## src/srl_pkg.sv

```systemverilog
`default_nettype none

package srl_pkg;

  // default sizing
  localparam int CAPACITY_DEF = 16;
  localparam int ID_BITS_DEF  = 8;
  localparam int KEY_BITS_DEF = 16;

  // request actions
  localparam logic [1:0] ACT_INSERT    = 2'd0;
  localparam logic [1:0] ACT_DEL_MATCH = 2'd1;
  localparam logic [1:0] ACT_DEL_POS   = 2'd2;
  localparam logic [1:0] ACT_FIND      = 2'd3;

  // result status codes
  localparam logic [1:0] ST_OK   = 2'd0;
  localparam logic [1:0] ST_MISS = 2'd1;
  localparam logic [1:0] ST_FULL = 2'd2;

endpackage

`default_nettype wire

```

## src/srl_store.sv

```systemverilog
`default_nettype none

// record store: one write port, one read port with registered read data
module srl_store #(
  parameter int DEPTH = srl_pkg::CAPACITY_DEF,
  parameter int WIDTH = 2 * srl_pkg::ID_BITS_DEF + srl_pkg::KEY_BITS_DEF
) (
  input  wire logic                     clk,
  input  wire logic                     wr_en,
  input  wire logic [$clog2(DEPTH)-1:0] wr_addr,
  input  wire logic [WIDTH-1:0]         wr_data,
  input  wire logic                     rd_en,
  input  wire logic [$clog2(DEPTH)-1:0] rd_addr,
  output logic      [WIDTH-1:0]         rd_data
);

  logic [WIDTH-1:0] mem [DEPTH];

  // write port
  always_ff @(posedge clk) begin
    if (wr_en) begin
      mem[wr_addr] <= wr_data;
    end
  end

  // read port, data registered
  always_ff @(posedge clk) begin
    if (rd_en) begin
      rd_data <= mem[rd_addr];
    end
  end

endmodule

`default_nettype wire

```

## src/sorted_record_list.sv

```systemverilog
`default_nettype none

// channel   direction  handshake          fields
// request   in         start & !busy      action, winner_id, loser_id, margin, position
// result    out        done (one cycle)   status, entry_count
//
// one request at a time; busy stays high until its result has been issued
// insert walks down from the tail, shifting one entry a cycle
// delete by match walks up through the store reading one entry a cycle, then shifts the tail
// back one entry a cycle (delete by position only shifts); the single read port sets this pace
// full store, empty store and bad position answer in the cycle after the request
// synchronous reset empties the list; the result cannot be held off by the receiver

module sorted_record_list #(
  parameter int CAPACITY = srl_pkg::CAPACITY_DEF,
  parameter int ID_BITS  = srl_pkg::ID_BITS_DEF,
  parameter int KEY_BITS = srl_pkg::KEY_BITS_DEF
) (
  input  wire logic                clk,
  input  wire logic                rst,
  input  wire logic                start,
  output logic                     busy,
  input  wire logic [1:0]          action,
  input  wire logic [ID_BITS-1:0]  winner_id,
  input  wire logic [ID_BITS-1:0]  loser_id,
  input  wire logic [KEY_BITS-1:0] margin,
  input  wire logic [4:0]          position,
  output logic                     done,
  output logic [1:0]               status,
  output logic [4:0]               entry_count
);

  localparam int IDX_W = $clog2(CAPACITY);
  localparam int CNT_W = $clog2(CAPACITY + 1);
  localparam int CMP_W = (CNT_W > 5) ? CNT_W : 5;
  localparam int REC_W = 2 * ID_BITS + KEY_BITS;

  // sequencer states
  localparam logic [2:0] S_IDLE  = 3'd0;
  localparam logic [2:0] S_INS   = 3'd1;
  localparam logic [2:0] S_PUT   = 3'd2;
  localparam logic [2:0] S_SCAN  = 3'd3;
  localparam logic [2:0] S_SHIFT = 3'd4;

  logic [2:0]       state, state_next;
  logic [IDX_W-1:0] cur, cur_next;
  logic [CNT_W-1:0] count, count_next;
  logic             done_next;
  logic [1:0]       status_next;
  logic [1:0]       req_action;
  logic [REC_W-1:0] req_rec;

  logic             wr_en, rd_en;
  logic [IDX_W-1:0] wr_addr, rd_addr;
  logic [REC_W-1:0] wr_data, rd_data;

  logic [REC_W-1:0] in_rec;
  logic             accept, full, cur_last, pos_ok, pos_inner, key_greater;

  assign busy        = (state != S_IDLE);
  assign accept      = start && !busy;
  assign entry_count = 5'(count);
  assign in_rec      = {winner_id, loser_id, margin};
  assign full        = (count == CNT_W'(CAPACITY));
  assign cur_last    = ((CNT_W'(cur) + CNT_W'(1)) == count);
  assign pos_ok      = (position != 5'd0) && (CMP_W'(position) <= CMP_W'(count));
  assign pos_inner   = (CMP_W'(position) < CMP_W'(count));
  assign key_greater = (rd_data[KEY_BITS-1:0] > req_rec[KEY_BITS-1:0]);

  srl_store #(
    .DEPTH (CAPACITY),
    .WIDTH (REC_W)
  ) u_store (
    .clk     (clk),
    .wr_en   (wr_en),
    .wr_addr (wr_addr),
    .wr_data (wr_data),
    .rd_en   (rd_en),
    .rd_addr (rd_addr),
    .rd_data (rd_data)
  );

  // sequencer: at most one store entry read and one written per cycle
  always_comb begin
    state_next  = state;
    cur_next    = cur;
    count_next  = count;
    done_next   = 1'b0;
    status_next = status;
    rd_en       = 1'b0;
    rd_addr     = cur + IDX_W'(1);
    wr_en       = 1'b0;
    wr_addr     = cur;
    wr_data     = req_rec;

    unique case (state)
      S_IDLE: begin
        if (start) begin
          unique case (action) inside
            srl_pkg::ACT_INSERT: begin
              if (full) begin
                done_next   = 1'b1;
                status_next = srl_pkg::ST_FULL;
              end else if (count == '0) begin
                wr_en       = 1'b1;
                wr_addr     = '0;
                wr_data     = in_rec;
                count_next  = count + CNT_W'(1);
                done_next   = 1'b1;
                status_next = srl_pkg::ST_OK;
              end else begin
                rd_en      = 1'b1;
                rd_addr    = IDX_W'(count - CNT_W'(1));
                cur_next   = IDX_W'(count - CNT_W'(1));
                state_next = S_INS;
              end
            end
            srl_pkg::ACT_DEL_MATCH, srl_pkg::ACT_FIND: begin
              if (count == '0) begin
                done_next   = 1'b1;
                status_next = srl_pkg::ST_MISS;
              end else begin
                rd_en      = 1'b1;
                rd_addr    = '0;
                cur_next   = '0;
                state_next = S_SCAN;
              end
            end
            default: begin
              if (!pos_ok) begin
                done_next   = 1'b1;
                status_next = srl_pkg::ST_MISS;
              end else if (pos_inner) begin
                rd_en      = 1'b1;
                rd_addr    = IDX_W'(position);
                cur_next   = IDX_W'(position);
                state_next = S_SHIFT;
              end else begin
                count_next  = count - CNT_W'(1);
                done_next   = 1'b1;
                status_next = srl_pkg::ST_OK;
              end
            end
          endcase
        end
      end

      // walk down from the tail, moving each smaller-or-equal entry up one
      S_INS: begin
        wr_en   = 1'b1;
        wr_addr = cur + IDX_W'(1);
        if (key_greater) begin
          count_next  = count + CNT_W'(1);
          done_next   = 1'b1;
          status_next = srl_pkg::ST_OK;
          state_next  = S_IDLE;
        end else begin
          wr_data = rd_data;
          if (cur == '0) begin
            state_next = S_PUT;
          end else begin
            rd_en    = 1'b1;
            rd_addr  = cur - IDX_W'(1);
            cur_next = cur - IDX_W'(1);
          end
        end
      end

      // new record lands at the head
      S_PUT: begin
        wr_en       = 1'b1;
        wr_addr     = '0;
        count_next  = count + CNT_W'(1);
        done_next   = 1'b1;
        status_next = srl_pkg::ST_OK;
        state_next  = S_IDLE;
      end

      // search for the first entry equal in all fields
      S_SCAN: begin
        if (rd_data == req_rec) begin
          if (req_action == srl_pkg::ACT_FIND) begin
            done_next   = 1'b1;
            status_next = srl_pkg::ST_OK;
            state_next  = S_IDLE;
          end else if (cur_last) begin
            count_next  = count - CNT_W'(1);
            done_next   = 1'b1;
            status_next = srl_pkg::ST_OK;
            state_next  = S_IDLE;
          end else begin
            rd_en      = 1'b1;
            cur_next   = cur + IDX_W'(1);
            state_next = S_SHIFT;
          end
        end else if (cur_last) begin
          done_next   = 1'b1;
          status_next = srl_pkg::ST_MISS;
          state_next  = S_IDLE;
        end else begin
          rd_en    = 1'b1;
          cur_next = cur + IDX_W'(1);
        end
      end

      // close the gap: each later entry moves down one
      S_SHIFT: begin
        wr_en   = 1'b1;
        wr_addr = cur - IDX_W'(1);
        wr_data = rd_data;
        if (cur_last) begin
          count_next  = count - CNT_W'(1);
          done_next   = 1'b1;
          status_next = srl_pkg::ST_OK;
          state_next  = S_IDLE;
        end else begin
          rd_en    = 1'b1;
          cur_next = cur + IDX_W'(1);
        end
      end

      default: begin
        state_next = S_IDLE;
      end
    endcase
  end

  // control registers
  always_ff @(posedge clk) begin
    if (rst) begin
      state <= S_IDLE;
      count <= '0;
      done  <= 1'b0;
    end else begin
      state <= state_next;
      count <= count_next;
      done  <= done_next;
    end
  end

  // payload registers
  always_ff @(posedge clk) begin
    cur    <= cur_next;
    status <= status_next;
    if (accept) begin
      req_action <= action;
      req_rec    <= in_rec;
    end
  end

  // a result is only issued once the sequencer is back at rest
  a_done_idle: assert property (@(posedge clk) disable iff (rst) done |-> !busy)
    else $error("result issued while busy");

  // the list never grows beyond its capacity
  a_count_cap: assert property (@(posedge clk) disable iff (rst)
    count <= CNT_W'(CAPACITY))
    else $error("entry count beyond capacity");

  // every accepted request either answers at once or keeps the block busy
  a_accept_prog: assert property (@(posedge clk) disable iff (rst)
    accept |=> (done || busy))
    else $error("request accepted with no progress");

  // a full status only comes from a full store
  a_full_stat: assert property (@(posedge clk) disable iff (rst)
    (done && status == srl_pkg::ST_FULL) |-> full)
    else $error("full status with room left");

endmodule

`default_nettype wire
```

## config.mk

```make
export PLATFORM = sky130hd
export DESIGN_NAME = sorted_record_list
export DESIGN_NICKNAME = d
export VERILOG_FILES = /design/src/srl_pkg.sv /design/src/srl_store.sv /design/src/sorted_record_list.sv
export SDC_FILE = /design/constraint.sdc
export NUM_CORES = 1
export LEC_CHECK = 0
export ABC_AREA = 0
export BUFFER_PORTS_ARGS = -buffer_cell sky130_fd_sc_hd__buf_2
export CORE_MARGIN = 4
export CORE_UTILIZATION = 43
export CTS_BUF_LIST = sky130_fd_sc_hd__clkbuf_2
export DETAILED_ROUTE_END_ITERATION = 6
export GPL_TIMING_DRIVEN = 0
export RECOVER_POWER = 100
export SYNTH_ARGS = -nofsm -noshare
export SYNTH_HDL_FRONTEND = slang
export SYNTH_SLANG_ARGS = --single-unit
```

## constraint.sdc

```tcl
create_clock -name clk -period 4.4 [get_ports clk]
set_input_delay 0.22 -clock clk [delete_from_list [all_inputs] [get_ports clk]]
set_output_delay 0.22 -clock clk [all_outputs]
set_load 0.01 [all_outputs]
```

==> flow_results.org <==
** Outcome
- Outcome :: completed

** Timing
- Setup repair after global routing missed its margin :: yes
- Setup clock skew after layout :: 0.0586 ns
- Final critical path time including I/O delays and setup :: 4.34 ns
- Number of slew-limit violations in the final report :: 0
- For this run, the top clock speed supported by timing is 231 MHz.
- The worst path uses 98.6% of the clock period.
- Worst Max-Slew Pin Slew :: 1.13 ns
- Headroom to the max-slew limit :: 24.6%
- Setup Viol. Count Final :: 0
- The number of failing hold endpoints at the final stage came to 0.

** Cells and area
- The post-route netlist has 18.2% of its cells at a drive strength greater than 1.
- At the end of the flow the core is filled with cells to 50.6%.
- Layout-stage area growth over the synthesis result :: 16.3%
- Filler instances :: 5092
- The net count of the finished layout is 1971.

** Floorplan
- Chip Width :: 253 µm
- The die covers 63900 µm².
- Vertical extent of the die :: 253 µm
- The initial utilization of the core area, before any placement, comes to 43.5%.
- Row generation in the floorplan step produced 89 rows.
- I/O Pins :: 51
- Area of the core :: 59200 µm²

** Logic synthesis
- Gate Count Post-Synth :: 1593
- Sequential share of the synthesized area :: 68.7%
- Commonest cells post-synth :: 584 x sky130_fd_sc_hd__edfxtp_1, 479 x sky130_fd_sc_hd__mux2i_1, 62 x sky130_fd_sc_hd__inv_1, 52 x sky130_fd_sc_hd__nor2_1, 42 x sky130_fd_sc_hd__nand2_1
- By instance count, the leading cell after synthesis is sky130_fd_sc_hd__edfxtp_1.
- Number of unique standard cell types used by synthesis :: 69
- Synth Warn # :: 0
- The synthesized design contains 593 register bits.
- The synthesized design spends more area on one cell type than any other, namely sky130_fd_sc_hd__edfxtp_1.
- When the netlist entered floorplanning its net count stood at 1661.
- The share of synthesized area in the top cell type comes to 68.0%.
- Cell types with the largest area share after synthesis :: sky130_fd_sc_hd__edfxtp_1 68%, sky130_fd_sc_hd__mux2i_1 19%, sky130_fd_sc_hd__ha_1 1.3%, sky130_fd_sc_hd__a222oi_1 1.2%, sky130_fd_sc_hd__inv_1 0.90%
- A synthesized cell averages 16.2 µm².
- Share of synthesized registers carrying an async set or reset :: 0%
- Number of enable-type register cells in the synthesized netlist :: 584
- Dominant register cell in the synthesized netlist :: sky130_fd_sc_hd__edfxtp_1
- Post-synthesis instance area :: 25800 µm²

** Critical path
- In this run the critical register-to-register path is launched from entry_count[0].
- Critical path capture point type :: flip-flop
- STA puts the critical path data required time at 5.28 ns.
- The worst setup path is of the reg2reg kind.
- Max Fanout on Critical Path :: 10
- For this run, the slowest stage of the critical path takes 0.82 ns.
- Critical register-to-register path endpoint :: u_store.mem[9][24]
- Critical path buffers and inverters :: 2
- List of cells traversed by the critical path :: inv_1 > ha_1 > or3b_1 > clkbuf_1 > nor2_1 > nand3_1 > a221oi_2 > a31oi_1 > or2_2 > nor2_2
- The worst setup path is launched from a flip-flop.
- In this run the register-to-register setup slack is 0.06 ns.
- Number of cells on the worst reg-to-reg path :: 10
- Largest delay share family, worst path :: simple AND/OR/NAND/NOR gates
- Arrival @ worst endpoint :: 5.22 ns
- Master of the slowest instance on the critical path :: sky130_fd_sc_hd__nor2_2

** Pwr
- Leakage power :: 0.0113 µW
- In this run the power density over the cells is 824 nW/µm².
- The completed layout was analyzed and its total power is 24700 µW.
- Maximum vdd ir drop :: 0.606 mV

** Clock network
- CTS saw 593 sinks.
- TritonCTS clock tree :: done
- After clock tree synthesis, the clock-pin slew on the worst setup and hold paths is 0.10 ns.
- The clock reaches the later pin of the worst-skew pair after 1.30 ns.
- Worst-case clock buffer depth :: 3
- Root buffer cell :: sky130_fd_sc_hd__clkbuf_2
- The number of clock buffers added by TritonCTS is 148.
- CTS built an H-tree with a depth of 4.

** Drt
- First-pass iteration count of the detailed router :: 6
- In the final routed layout, each cell accounts on average for 23.5 µm.
- Once detail routing completed, the nets flagged for antenna violations numbered 0.
- For this run, design rule violations remaining after detail routing come to 0.
- The detailed router placed 15.1k vias in this run.
- Wire length reported by the detailed router :: 65.2 mm
- Iteration-0 DRC count of the detailed router :: 1262
- Number of vias per cell after detailed routing :: 5.44

** Place
- Final weighted congestion of routability-driven global placement :: 0.842
- Summed over all nets, the half-perimeter wirelength after detailed placement is 42.3 mm.
- Number of I/O port buffers :: 49

** Global routing
- Pin count of the biggest net entering global routing :: 22
- Global route overflow :: 0
- Global routing used 20.4% of the available tracks across all layers.
- The number of global-route vias before repair came to 15.6k.
- First-pass GRT wire length :: 96.5 mm
- Initial antenna violation count :: 3

** Min path
- Counting instances, the worst hold path has a depth of 3.
- Worst min path class :: in2reg
- For hold timing, the worst endpoint is req_action[0].
- Worst hold path startpoint :: action[0]

** Job
- Reported max-cap violation count :: 0
per-stage QoR:
step / hold WS [ns] / instance area, µm² / worst slack, ns / TNS (ns) / std cells
3_5_place_dp: 0.413 / 27600 / -0.450 / -172.65 / 2435
6_report: 0.235 / 30000 / 0.0625 / 0 / 2779
2_1_floorplan: 0.319 / 25800 / 0.141 / 0 / 1593
4_1_cts: 0.000149 / 30000 / 0.0119 / 0 / 2775
3_3_place_gp: 0.411 / 27000 / -2.50 / -1179.07 / 2415
5_1_grt: 0.0438 / 30000 / -0.00240 / -0.00240 / 2779
how the worst max path moves through the flow:
stage                              from                   to  slack [ns]  cells after the start
floorplan                entry_count[0]    u_store.mem[0][0]        0.14                     10
global placement         entry_count[0]  u_store.mem[10][17]       -2.50                     10
detailed placement  u_store.rd_data[15]   u_store.mem[0][18]       -0.45                     10
CTS                 u_store.rd_data[15]   u_store.mem[8][21]        0.01                     10
global route                   state[0]   u_store.rd_data[7]      -0.002                     14
finish                   entry_count[0]   u_store.mem[9][24]        0.06                     10
layout by cell type, fill, tap and decap left out, types with 32 or more instances in the layout:
cell                            synthesis  routed
sky130_fd_sc_hd__a21oi_1               34      33
sky130_fd_sc_hd__a222oi_1              32      32
sky130_fd_sc_hd__buf_2                 40      64
sky130_fd_sc_hd__clkbuf_1              28      43
sky130_fd_sc_hd__clkbuf_2               0     204
sky130_fd_sc_hd__clkinv_1               0      33
sky130_fd_sc_hd__dlygate4sd3_1          0      88
sky130_fd_sc_hd__edfxtp_1             584     584
sky130_fd_sc_hd__inv_1                 62      61
sky130_fd_sc_hd__mux2i_1              479     479
sky130_fd_sc_hd__nand2_1               42      42
sky130_fd_sc_hd__nor2_1                52      36
layer usage:
| layer | global-route usage [%] | share of wire [%] | vias to the layer above | routed length (µm) |
|---|---|---|---|---|
| met4 | 7.57 | 2.4 | 0 | 1570 |
| met2 | 33.0 | 48 | 473 | 31200 |
| li1 | - | - | 6935 | - |
| met5 | 0 | 0 | - | 0 |
| met1 | 26.9 | 44 | 7635 | 28800 |
| met3 | 5.24 | 5.5 | 88 | 3560 |
worst register-to-register path: cells and delay by family (launching register included):
| family | cells | cell delay, ns |
|---|---|---|
| compound gates | 2 | 0.78 |
| buf+inv | 2 | 0.41 |
| fa+ha+maj | 1 | 0.20 |
| simple gates | 5 | 2.12 |
| flops | 1 | 0.46 |
sequential cells by signal, summed over array words and instances, names as in the netlist:
name             cells
cur                  4
done                 1
entry_count          5
req_action           2
req_rec             32
state                3
status               2
u_store.mem        512
u_store.rd_data     32
repair_timing:
item	CTS	global route
buffers inserted	0	2
cloned	2	0
hold buffers	88	0
endpoints found under the hold margin	691	0
pin swaps	2	2
setup endpoints to repair	609	523
resized for setup	6	13
cell type report:
cell class	count	area, µm²	area share, %
Sequential cell	593	17700	59.1
Clock buffer	198	991	3.30
Multi-Input combinational cell	854	7530	25.1
Timing Repair Buffer	159	1610	5.38
Inverter	62	238	0.793
Clock inverter	52	424	1.41
Buffer	85	497	1.66
Antenna cell	3	7.51	0.0250
Tap cell	773	967	3.23
cells by family (layout without fill, tap and decap cells):
logic type      Yosys count  after routing  share of synthesized area, %
compound gates          147            147                          4.30
xor+xnor                 29             29                          1.04
fa+ha+maj                26             26                          1.26
buf+inv                 148            556                          2.79
flops                   593            593                          68.7
mux                     480            480                          18.6
other cells               0              3                             0
simple gates            170            172                          3.25
report_power, final:
part / internal [µW] / switching [µW]
clock network: 1690 / 2190
registers: 8480 / 369
logic: 4580 / 7400
No activity file was read; power rests on OpenSTA's default activity.
